### src/design/wmma_pkg.sv
package wmma_pkg;

	localparam int FRAME_W = 32;
	localparam int SAMPLE_W = 32;
	localparam int MAG_W = 31;
	localparam int COUNT_W = 7;

	typedef struct packed {
		logic        [FRAME_W-1:0]  frame_number;
		logic signed [SAMPLE_W-1:0] sample;
	} in_item_t;

	typedef struct packed {
		logic signed [SAMPLE_W-1:0] newest;
		logic        [COUNT_W-1:0]  usable_count;
		logic        [MAG_W-1:0]    mean;
		logic        [MAG_W-1:0]    smallest;
		logic        [MAG_W-1:0]    largest;
	} out_item_t;

	typedef struct packed {
		logic load;
		logic step;
	} div_ctl_t;

	typedef logic [3:0] upc_t;

	localparam upc_t ST_CLEAR    = 4'd0;
	localparam upc_t ST_WAIT     = 4'd1;
	localparam upc_t ST_MOD      = 4'd2;
	localparam upc_t ST_MOD_FIX  = 4'd3;
	localparam upc_t ST_WRITE    = 4'd4;
	localparam upc_t ST_SCAN     = 4'd5;
	localparam upc_t ST_MEAN     = 4'd6;
	localparam upc_t ST_MEAN_RUN = 4'd7;
	localparam upc_t ST_FINISH   = 4'd8;

	typedef enum logic [3:0] {
		ACT_CLEAR     = 4'd0,
		ACT_WAIT      = 4'd1,
		ACT_MOD_MUL   = 4'd2,
		ACT_DIV_STEP  = 4'd3,
		ACT_WRITE     = 4'd4,
		ACT_SCAN      = 4'd5,
		ACT_MEAN_LOAD = 4'd6,
		ACT_FINISH    = 4'd7,
		ACT_MOD_FIX   = 4'd8
	} act_t;

	typedef enum logic [2:0] {
		COND_ALWAYS    = 3'd0,
		COND_ACCEPT    = 3'd1,
		COND_POW2      = 3'd2,
		COND_DIV_DONE  = 3'd3,
		COND_SCAN_DONE = 3'd4,
		COND_EMPTY     = 3'd5,
		COND_OUT_FREE  = 3'd6,
		COND_CLR_DONE  = 3'd7
	} cond_t;

	typedef struct packed {
		act_t  act;
		cond_t cond;
		upc_t  on_true;
		upc_t  on_false;
	} uword_t;

	function automatic uword_t ucode(input upc_t step);
		uword_t w;
		unique case (step)
			ST_CLEAR:    w = '{ACT_CLEAR,     COND_CLR_DONE,  ST_WAIT,     ST_CLEAR};
			ST_WAIT:     w = '{ACT_WAIT,      COND_ACCEPT,    ST_MOD,      ST_WAIT};
			ST_MOD:      w = '{ACT_MOD_MUL,   COND_POW2,      ST_WRITE,    ST_MOD_FIX};
			ST_MOD_FIX:  w = '{ACT_MOD_FIX,   COND_ALWAYS,    ST_WRITE,    ST_WRITE};
			ST_WRITE:    w = '{ACT_WRITE,     COND_ALWAYS,    ST_SCAN,     ST_SCAN};
			ST_SCAN:     w = '{ACT_SCAN,      COND_SCAN_DONE, ST_MEAN,     ST_SCAN};
			ST_MEAN:     w = '{ACT_MEAN_LOAD, COND_EMPTY,     ST_FINISH,   ST_MEAN_RUN};
			ST_MEAN_RUN: w = '{ACT_DIV_STEP,  COND_DIV_DONE,  ST_FINISH,   ST_MEAN_RUN};
			ST_FINISH:   w = '{ACT_FINISH,    COND_OUT_FREE,  ST_WAIT,     ST_FINISH};
			default:     w = '{ACT_WAIT,      COND_ALWAYS,    ST_WAIT,     ST_WAIT};
		endcase
		return w;
	endfunction

endpackage

### src/design/wmma_div.sv
module wmma_div #(
	parameter int DW = 38,
	parameter int VW = 7
) (
	input  logic                clk,
	input  logic                arst_n,
	input  wmma_pkg::div_ctl_t  ctl,
	input  logic [DW-1:0]       dividend,
	input  logic [VW-1:0]       divisor,
	output logic [DW-1:0]       quotient,
	output logic                done
);

	localparam int NW = $clog2(DW + 1);
	localparam logic [NW-1:0] LAST = NW'(DW);

	logic [NW-1:0] cnt_q;
	logic [DW-1:0] quot_q;
	logic [VW-1:0] rem_q;
	logic [VW-1:0] div_q;
	logic [VW:0]   shifted;
	logic [VW:0]   diff;

	assign shifted = {rem_q, quot_q[DW-1]};
	assign diff = shifted - {1'b0, div_q};
	assign done = (cnt_q == LAST);
	assign quotient = quot_q;

	always_ff @(posedge clk or negedge arst_n) begin
		if (!arst_n) begin
			cnt_q <= LAST;
		end else if (ctl.load) begin
			cnt_q <= '0;
		end else if (ctl.step && !done) begin
			cnt_q <= cnt_q + NW'(1);
		end
	end

	always_ff @(posedge clk) begin
		if (ctl.load) begin
			quot_q <= dividend;
			rem_q <= '0;
			div_q <= divisor;
		end else if (ctl.step && !done) begin
			if (!diff[VW]) begin
				rem_q <= diff[VW-1:0];
				quot_q <= {quot_q[DW-2:0], 1'b1};
			end else begin
				rem_q <= shifted[VW-1:0];
				quot_q <= {quot_q[DW-2:0], 1'b0};
			end
		end
	end

endmodule

### src/design/windowed_min_max_average_core.sv
// Sliding-window minimum, maximum and mean of Q16.16 timing samples.
// Input channel (in_valid / in_ready / in_item): one item carries a frame
// number and a sample; the sample overwrites slot frame_number mod
// HISTORY_DEPTH of the history window.
// Output channel (out_valid / out_ready / out_item): one item per input item
// with the newest sample, the count of strictly positive entries and their
// mean, minimum and maximum (all zero when there are none).
// A small control program steps a serial divider for the mean, the window
// memory and the min/max/sum datapath, one item at a time.
// From input accept to out_valid an item passes the slot modulo, the window
// write, the memory scan and a bit-serial mean divide over D = divider width
// (max(32, 31 + clog2(HISTORY_DEPTH + 1)), 38 at depth 64) quotient bits;
// an empty window skips the divide, and a depth that is not a power of two
// also needs the remainder correction of the slot modulo (reciprocal multiply).
// The memory scan makes one read per cycle. One item is in work at a time,
// so a new item is taken only after the last one has gone into the output
// register. After reset the window is cleared to zero with in_ready low.
// A result waits in the output register while out_ready is low; the next
// item is still accepted and worked up to the point of delivery.
module windowed_min_max_average_core #(
	parameter int HISTORY_DEPTH = 64
) (
	input  logic                 clk,
	input  logic                 arst_n,
	input  logic                 in_valid,
	output logic                 in_ready,
	input  wmma_pkg::in_item_t   in_item,
	output logic                 out_valid,
	input  logic                 out_ready,
	output wmma_pkg::out_item_t  out_item
);

	localparam int AW = $clog2(HISTORY_DEPTH);
	localparam int CW = $clog2(HISTORY_DEPTH + 1);
	localparam int SW = wmma_pkg::MAG_W + CW;
	localparam int DW = (SW > wmma_pkg::FRAME_W) ? SW : wmma_pkg::FRAME_W;
	localparam int QW = 33 - AW;
	localparam int RW = AW + 1;
	localparam bit IS_POW2 = ((HISTORY_DEPTH & (HISTORY_DEPTH - 1)) == 0);
	localparam logic [CW-1:0] DEPTH_C = CW'(HISTORY_DEPTH);
	localparam logic [CW-1:0] LAST_C = CW'(HISTORY_DEPTH - 1);
	localparam logic [RW-1:0] DEPTH_R = RW'(HISTORY_DEPTH);
	localparam logic [32:0] RECIP_C = 33'((64'd1 << (32 + AW)) / 64'(HISTORY_DEPTH));

	wmma_pkg::upc_t      upc_q;
	wmma_pkg::uword_t    uw;
	logic                hit;
	wmma_pkg::in_item_t  in_q;
	logic [31:0]         mem [HISTORY_DEPTH];
	logic [31:0]         rd_data_q;
	logic [CW-1:0]       idx_q;
	logic                pend_q;
	logic [CW-1:0]       cnt_q;
	logic [SW-1:0]       sum_q;
	logic [wmma_pkg::MAG_W-1:0] lo_q;
	logic [wmma_pkg::MAG_W-1:0] hi_q;
	logic                out_valid_q;
	wmma_pkg::out_item_t out_q;
	wmma_pkg::div_ctl_t  div_ctl;
	logic [DW-1:0]       div_dividend;
	logic [CW-1:0]       div_divisor;
	logic [DW-1:0]       div_quot;
	logic                div_done;
	logic [64:0]         mod_prod;
	logic [QW-1:0]       quot_est_q;
	logic [31:0]         mod_back;
	logic [RW-1:0]       rem_est_q;
	logic [RW-1:0]       rem_sub;
	logic [AW-1:0]       slot;
	logic                we;
	logic [AW-1:0]       wa;
	logic [31:0]         wd;
	logic                positive;
	logic                accept;
	logic                out_free;
	logic                empty;
	logic                scan_issue;

	assign uw = wmma_pkg::ucode(upc_q);
	assign in_ready = (uw.act == wmma_pkg::ACT_WAIT);
	assign accept = in_valid && in_ready;
	assign out_valid = out_valid_q;
	assign out_item = out_q;
	assign out_free = !out_valid_q || out_ready;
	assign empty = (cnt_q == '0);
	assign scan_issue = (uw.act == wmma_pkg::ACT_SCAN) && (idx_q != DEPTH_C);

	always_comb begin
		unique case (uw.cond)
			wmma_pkg::COND_ALWAYS:    hit = 1'b1;
			wmma_pkg::COND_ACCEPT:    hit = accept;
			wmma_pkg::COND_POW2:      hit = IS_POW2;
			wmma_pkg::COND_DIV_DONE:  hit = div_done;
			wmma_pkg::COND_SCAN_DONE: hit = (idx_q == DEPTH_C) && !pend_q;
			wmma_pkg::COND_EMPTY:     hit = empty;
			wmma_pkg::COND_OUT_FREE:  hit = out_free;
			wmma_pkg::COND_CLR_DONE:  hit = (idx_q == LAST_C);
			default:                  hit = 1'b1;
		endcase
	end

	assign div_ctl.load = (uw.act == wmma_pkg::ACT_MEAN_LOAD);
	assign div_ctl.step = (uw.act == wmma_pkg::ACT_DIV_STEP);
	assign div_dividend = DW'(sum_q);
	assign div_divisor = cnt_q;

	wmma_div #(
		.DW(DW),
		.VW(CW)
	) u_div (
		.clk       (clk),
		.arst_n    (arst_n),
		.ctl       (div_ctl),
		.dividend  (div_dividend),
		.divisor   (div_divisor),
		.quotient  (div_quot),
		.done      (div_done)
	);

	assign mod_prod = 65'(in_q.frame_number) * 65'(RECIP_C);
	assign mod_back = in_q.frame_number - 32'(quot_est_q) * 32'(HISTORY_DEPTH);
	assign rem_sub = rem_est_q - DEPTH_R;
	assign slot = IS_POW2 ? in_q.frame_number[AW-1:0] :
		((rem_est_q >= DEPTH_R) ? rem_sub[AW-1:0] : rem_est_q[AW-1:0]);
	assign we = (uw.act == wmma_pkg::ACT_CLEAR) || (uw.act == wmma_pkg::ACT_WRITE);
	assign wa = (uw.act == wmma_pkg::ACT_CLEAR) ? idx_q[AW-1:0] : slot;
	assign wd = (uw.act == wmma_pkg::ACT_CLEAR) ? '0 : in_q.sample;

	always_ff @(posedge clk) begin
		if (we) begin
			mem[wa] <= wd;
		end
		rd_data_q <= mem[idx_q[AW-1:0]];
	end

	assign positive = !rd_data_q[31] && (rd_data_q != '0);

	always_ff @(posedge clk or negedge arst_n) begin
		if (!arst_n) begin
			upc_q <= wmma_pkg::ST_CLEAR;
			idx_q <= '0;
			pend_q <= 1'b0;
			out_valid_q <= 1'b0;
		end else begin
			upc_q <= hit ? uw.on_true : uw.on_false;
			if (uw.act == wmma_pkg::ACT_CLEAR) begin
				idx_q <= idx_q + CW'(1);
			end else if (uw.act == wmma_pkg::ACT_WRITE) begin
				idx_q <= '0;
			end else if (scan_issue) begin
				idx_q <= idx_q + CW'(1);
			end
			pend_q <= scan_issue;
			if ((uw.act == wmma_pkg::ACT_FINISH) && out_free) begin
				out_valid_q <= 1'b1;
			end else if (out_ready) begin
				out_valid_q <= 1'b0;
			end
		end
	end

	always_ff @(posedge clk) begin
		if (accept) begin
			in_q <= in_item;
		end
		if (uw.act == wmma_pkg::ACT_MOD_MUL) begin
			quot_est_q <= mod_prod[64:32+AW];
		end
		if (uw.act == wmma_pkg::ACT_MOD_FIX) begin
			rem_est_q <= mod_back[RW-1:0];
		end
		if (uw.act == wmma_pkg::ACT_WRITE) begin
			cnt_q <= '0;
			sum_q <= '0;
			lo_q <= '1;
			hi_q <= '0;
		end else if (pend_q && positive) begin
			cnt_q <= cnt_q + CW'(1);
			sum_q <= sum_q + SW'(rd_data_q[wmma_pkg::MAG_W-1:0]);
			if (rd_data_q[wmma_pkg::MAG_W-1:0] < lo_q) begin
				lo_q <= rd_data_q[wmma_pkg::MAG_W-1:0];
			end
			if (rd_data_q[wmma_pkg::MAG_W-1:0] > hi_q) begin
				hi_q <= rd_data_q[wmma_pkg::MAG_W-1:0];
			end
		end
		if ((uw.act == wmma_pkg::ACT_FINISH) && out_free) begin
			out_q.newest <= in_q.sample;
			out_q.usable_count <= wmma_pkg::COUNT_W'(cnt_q);
			out_q.mean <= empty ? '0 : div_quot[wmma_pkg::MAG_W-1:0];
			out_q.smallest <= empty ? '0 : lo_q;
			out_q.largest <= empty ? '0 : hi_q;
		end
	end

endmodule

### config.mk
export PLATFORM = sky130hd
export DESIGN_NAME = windowed_min_max_average_core
export DESIGN_NICKNAME = d
export VERILOG_FILES = /design/src/design/wmma_pkg.sv /design/src/design/wmma_div.sv /design/src/design/windowed_min_max_average_core.sv
export SDC_FILE = /design/constraint.sdc
export NUM_CORES = 2
export LEC_CHECK = 0
export ABC_AREA = 1
export BUFFER_PORTS_ARGS = -buffer_cell sky130_fd_sc_hd__clkbuf_2
export CAP_MARGIN = 25
export CORE_MARGIN = 4
export CORE_UTILIZATION = 32
export DETAILED_ROUTE_END_ITERATION = 16
export GPL_TIMING_DRIVEN = 0
export PLACE_DENSITY = 0.45
export SYNTH_ARGS = -nofsm -noshare
export SYNTH_HDL_FRONTEND = slang
export SYNTH_SLANG_ARGS = --single-unit
export TNS_END_PERCENT = 50
### constraint.sdc
create_clock -name clk -period 8.47 [get_ports clk]
set_input_delay 1.2705 -clock clk [delete_from_list [all_inputs] [get_ports clk]]
set_output_delay 1.2705 -clock clk [all_outputs]
set_load 0.02 [all_outputs]
==> implementation parameters <==
Parameter                              Value

Outcome
  Run status    complete, no violations

Global route
  Antenna violations before repair    34
  Grt total ovfl    0
  Via count of the first global-routing pass    between 60000 and 70000
  Maximum number of pins on one net before global-route repair    52
  First-pass GRT wire length    between 500000 and 600000 um
  GR Util All Layers    0.238

Route
  1st-iter DRT viols    slightly below 9000
  Final antenna-violating net count    0
  First-pass DRT Iterations    6
  Vias/cell    around 5.3
  DRC violation count after routing    0
  Number of vias in the routed layout    about 71000
  Post-Route WL    between 300000 and 400000 um
  Routed wire per std cell    a little under 30 um

Timing
  RSZ-0062 raised after global routing    false
  Final sum of negative setup slack    0 ns
  Tightest hold margin    approximately 0.38 ns
  Finish-stage setup viols    0
  Final period utilization    0.552
  Highest Clock Rate    around 210 MHz
  Worst setup slack after layout    3.80 ns
  Hold Fails Final Rpt    0
  Final critical delay including setup and external delays    around 4.7 ns
  Transition time of the tightest slew-check pin    1.21 ns
  Number of slew-limit violations in the final report    0
  Final Skew    ~0.053 ns
  Max-slew headroom at the worst pin    0.192

Flow run
  Max capacitance violation total    0

Synthesis
  Average cell area after synthesis    between 10 and 15 um^2
  Simple logic cell fraction of the synthesized area    0.126
  Dominant register cell in the synthesized netlist    sky130_fd_sc_hd__edfxtp_1
  Number of flip-flops and latches in the synthesized netlist    roughly 2400
  Most area-consuming cells after synthesis    sky130_fd_sc_hd__edfxtp_1, sky130_fd_sc_hd__o21ai_0, sky130_fd_sc_hd__nor2_1
  Area fraction of the dominant cell type after synthesis    0.687
  Portion of the post-synthesis area used by sequential elements    0.721
  Post-synthesis xor/xnor area fraction    0.00221
  Syn Std Cell Area    approximately 100000 um^2
  Post-synthesis compound-gate area fraction    0.0988
  Combinational family with the most area after synthesis    simple AND/OR/NAND/NOR gates
  Post-Syn Instances    8431
  Number of warnings printed during yosys synthesis    0
  Fraction of the mapped netlist area in adder cells    0.0146
  Synthesized netlist net count    8613
  Dominant cell type by area after synthesis    sky130_fd_sc_hd__edfxtp_1
  Number of synthesized flops with an enable pin    2263
  Share of cell area taken by muxes after synthesis    0
  Unique cell type count in the Yosys netlist    44
  Asr flop ratio synth    0.00783

Clocking
  CTS Sinks    2428
  Clock insertion delay at the later pin of the skew report    between 0.9 and 1 ns
  Clk slew on worst S/H paths    roughly 0.06 ns
  Number of H-tree branching levels    5
  Cell chosen for the clock root    sky130_fd_sc_hd__clkbuf_16
  Number of setup buffers added after CTS    0
  CTS tree    built
  Clock buffer count from CTS    between 200 and 300
  Maximum clock insertion buffer count    4
  # resized after CTS    0
  Post-cts hold buffer count    0

Power
  Leakage power    41.3 nW
  Power density relative to cell area    414 nW/um^2
  Overall power consumption    a little under 50 mW
  Largest vdd supply drop    about 0.21 mV

Cells and area
  Final-stage net count    about 9200
  Fraction of the core area covered by cells at the end of the flow    0.383
  Fraction of layout cells with a size suffix above 1    0.103
  Non-Filler Instances    about 13000
  Final design area excluding fillers    ~120000 um^2
  Synth-to-layout area growth    18.8%

Place
  Number of input and output port buffers inserted    between 150 and 200
  Worst setup slack after placement    roughly 4.0 ns
  Post-place instance area    ~110000 um^2
  Final HPWL DP    280000 um
  Weighted congestion at the end of routability-driven global placement    roughly 0.92
  Number of instances in the placed design    approximately 13000

Worst setup path
  Critical path data arrival time    between 5 and 6 ns
  Type of origin of the critical path    register
  Number of cells on the worst reg-to-reg path    7
  Largest fanout on the critical path    17
  Data required time at the worst endpoint    9.04 ns
  Critical path's slowest cell    sky130_fd_sc_hd__nor2_4
  Longest individual stage delay on the worst path    a little under 1 ns
  Crit path top cell by count    sky130_fd_sc_hd__buf_2
  Kind of end point of the critical path    register
  Kind of critical path    reg -> reg
  Reg-to-reg critical path startpoint    idx_q[1]$_DFFE_PN0P_
  Origin of the worst setup path    idx_q[1]$_DFFE_PN0P_
  Cell chain of the critical path    buf_2, inv_2, buf_2, o21ai_2, nand4_2, nor2_4, buf_12

Die
  Initial core utilization    0.322
  Die height    ~560 um
  Boundary Pins    between 200 and 250
  Core Box Area    between 300000 and 400000 um^2
  Die width    around 560 um
  Std-Cell Rows    203
  Die Footprint    about 320000 um^2

Worst hold path
  Class of the worst hold path    in -> async
## sequential cells by signal (all words and copies together) (netlist names), 6 cells and up
signal,cells
cnt_q,7
div_dividend,38
hi_q,31
idx_q,7
in_q,38
lo_q,31
mem,2048
out_item,132
rd_data_q,32
u_div.cnt_q,6
u_div.div_q,7
u_div.quotient,38
u_div.rem_q,7
## power by group
part / leakage [nW] / switching [mW] / internal (mW)
Combinational: 15.1 / 15.2 / 4.64
Clock: 4.27 / 4.99 / 6.86
Sequential: 22.0 / 0.699 / 16.3
## Yosys cell counts (2+ instances only)
library cell               instances
sky130_fd_sc_hd__nor3_1           16
sky130_fd_sc_hd__o21ai_1          23
sky130_fd_sc_hd__nor2_1         1527
sky130_fd_sc_hd__nand4_2           8
sky130_fd_sc_hd__o211ai_1          2
sky130_fd_sc_hd__inv_1           429
sky130_fd_sc_hd__dfxtp_1         146
sky130_fd_sc_hd__ha_1            112
sky130_fd_sc_hd__edfxtp_1       2263
sky130_fd_sc_hd__nand4_1         118
sky130_fd_sc_hd__a31oi_1           2
sky130_fd_sc_hd__a21oi_1         234
sky130_fd_sc_hd__o31ai_1           2
sky130_fd_sc_hd__nor2_2            3
sky130_fd_sc_hd__o21bai_1          2
sky130_fd_sc_hd__o22ai_1         391
sky130_fd_sc_hd__o21ai_0        1163
sky130_fd_sc_hd__dfrtp_1          16
sky130_fd_sc_hd__dfstp_2           3
sky130_fd_sc_hd__nand2_1        1130
sky130_fd_sc_hd__and2_1           29
sky130_fd_sc_hd__inv_2            15
sky130_fd_sc_hd__or2_2             3
sky130_fd_sc_hd__o21ai_2           4
sky130_fd_sc_hd__buf_1            27
sky130_fd_sc_hd__o21a_1            6
sky130_fd_sc_hd__nand3b_1          9
sky130_fd_sc_hd__buf_2            97
sky130_fd_sc_hd__o21ai_4           2
sky130_fd_sc_hd__nand3_1         248
sky130_fd_sc_hd__clkbuf_1        350
sky130_fd_sc_hd__fa_1              2
sky130_fd_sc_hd__buf_4             9
sky130_fd_sc_hd__a21o_1            6
sky130_fd_sc_hd__and3_1            2
sky130_fd_sc_hd__xnor2_1          14
sky130_fd_sc_hd__xor2_1           11
## kinds of logic (layout without fill, tap and decap cells)
family                     after synthesis  in the layout
other                                    0             10
DFF                                   2428           2428
buffers and inverters                  929           1743
AOI/OAI and AO/OA                     1837           1837
adders and majority gates              114            114
and+or+nand+nor                       3098           3098
xor gates and xnor gates                25             25
## layout make-up
type                            instances  area (um^2)
Fill cell                           29900       189000
Sequential cell                      2428        71400
Multi-Input combinational cell       5074        24600
Clock buffer                          358         7560
Tap cell                             4100         5130
Timing Repair Buffer                  328         3990
Buffer                                484         1990
Inverter                              445         1670
Clock inverter                        128         1190
Antenna cell                           10         25.0
## worst paths after layout
path                                      endpoint  slack [ns]
min in group clk           out_item[110]$_DFFE_PP_        0.45
hold reg to reg            out_item[110]$_DFFE_PP_        0.45
setup / recovery             mem[43][17]$_DFFE_PP_        3.80
setup reg to reg             mem[43][17]$_DFFE_PP_        3.80
hold / removal                idx_q[3]$_DFFE_PN0P_        0.38
max in group asynchronous       upc_q[2]$_DFF_PN0_        7.67
## metal layers
metal	track usage	vias to the layer above	wire, um
met3	0.0414	642	31500
met5	0	-	9
met4	0.0891	2	16600
li1	-	31200	-
met1	0.330	35700	166000
met2	0.374	3101	176000
## critical path: cells and delay by family, from the launching register on
kind                   cells  cell delay (ns)
buffers and inverters      4             1.73
and+or+nand+nor            2             1.63
DFF                        1             0.48
AOI/OAI and AO/OA          1             0.44
## cells in the final DEF (no fill, tap or decap), types with 27 or more instances in the layout
cell                        synthesis  layout
sky130_fd_sc_hd__clkinv_1           1      58
sky130_fd_sc_hd__dfxtp_1          146     146
sky130_fd_sc_hd__clkbuf_2           0     182
sky130_fd_sc_hd__ha_1             112     112
sky130_fd_sc_hd__nor2_4             0      97
sky130_fd_sc_hd__buf_12             0     122
sky130_fd_sc_hd__o21ai_0         1163    1163
sky130_fd_sc_hd__clkbuf_1         350     406
sky130_fd_sc_hd__inv_1            429     428
sky130_fd_sc_hd__buf_1             27      27
sky130_fd_sc_hd__and2_1            29      29
sky130_fd_sc_hd__o22ai_1          391     391
sky130_fd_sc_hd__nor2_1          1527    1430
sky130_fd_sc_hd__nand4_1          118     118
sky130_fd_sc_hd__nand2_1         1130    1129
sky130_fd_sc_hd__clkbuf_16          0     290
sky130_fd_sc_hd__edfxtp_1        2263    2263
sky130_fd_sc_hd__clkinv_2           0      31
sky130_fd_sc_hd__nand3_1          248     248
sky130_fd_sc_hd__a21oi_1          234     234
sky130_fd_sc_hd__buf_2             97      97
No activity file was read; power rests on OpenSTA's default activity.
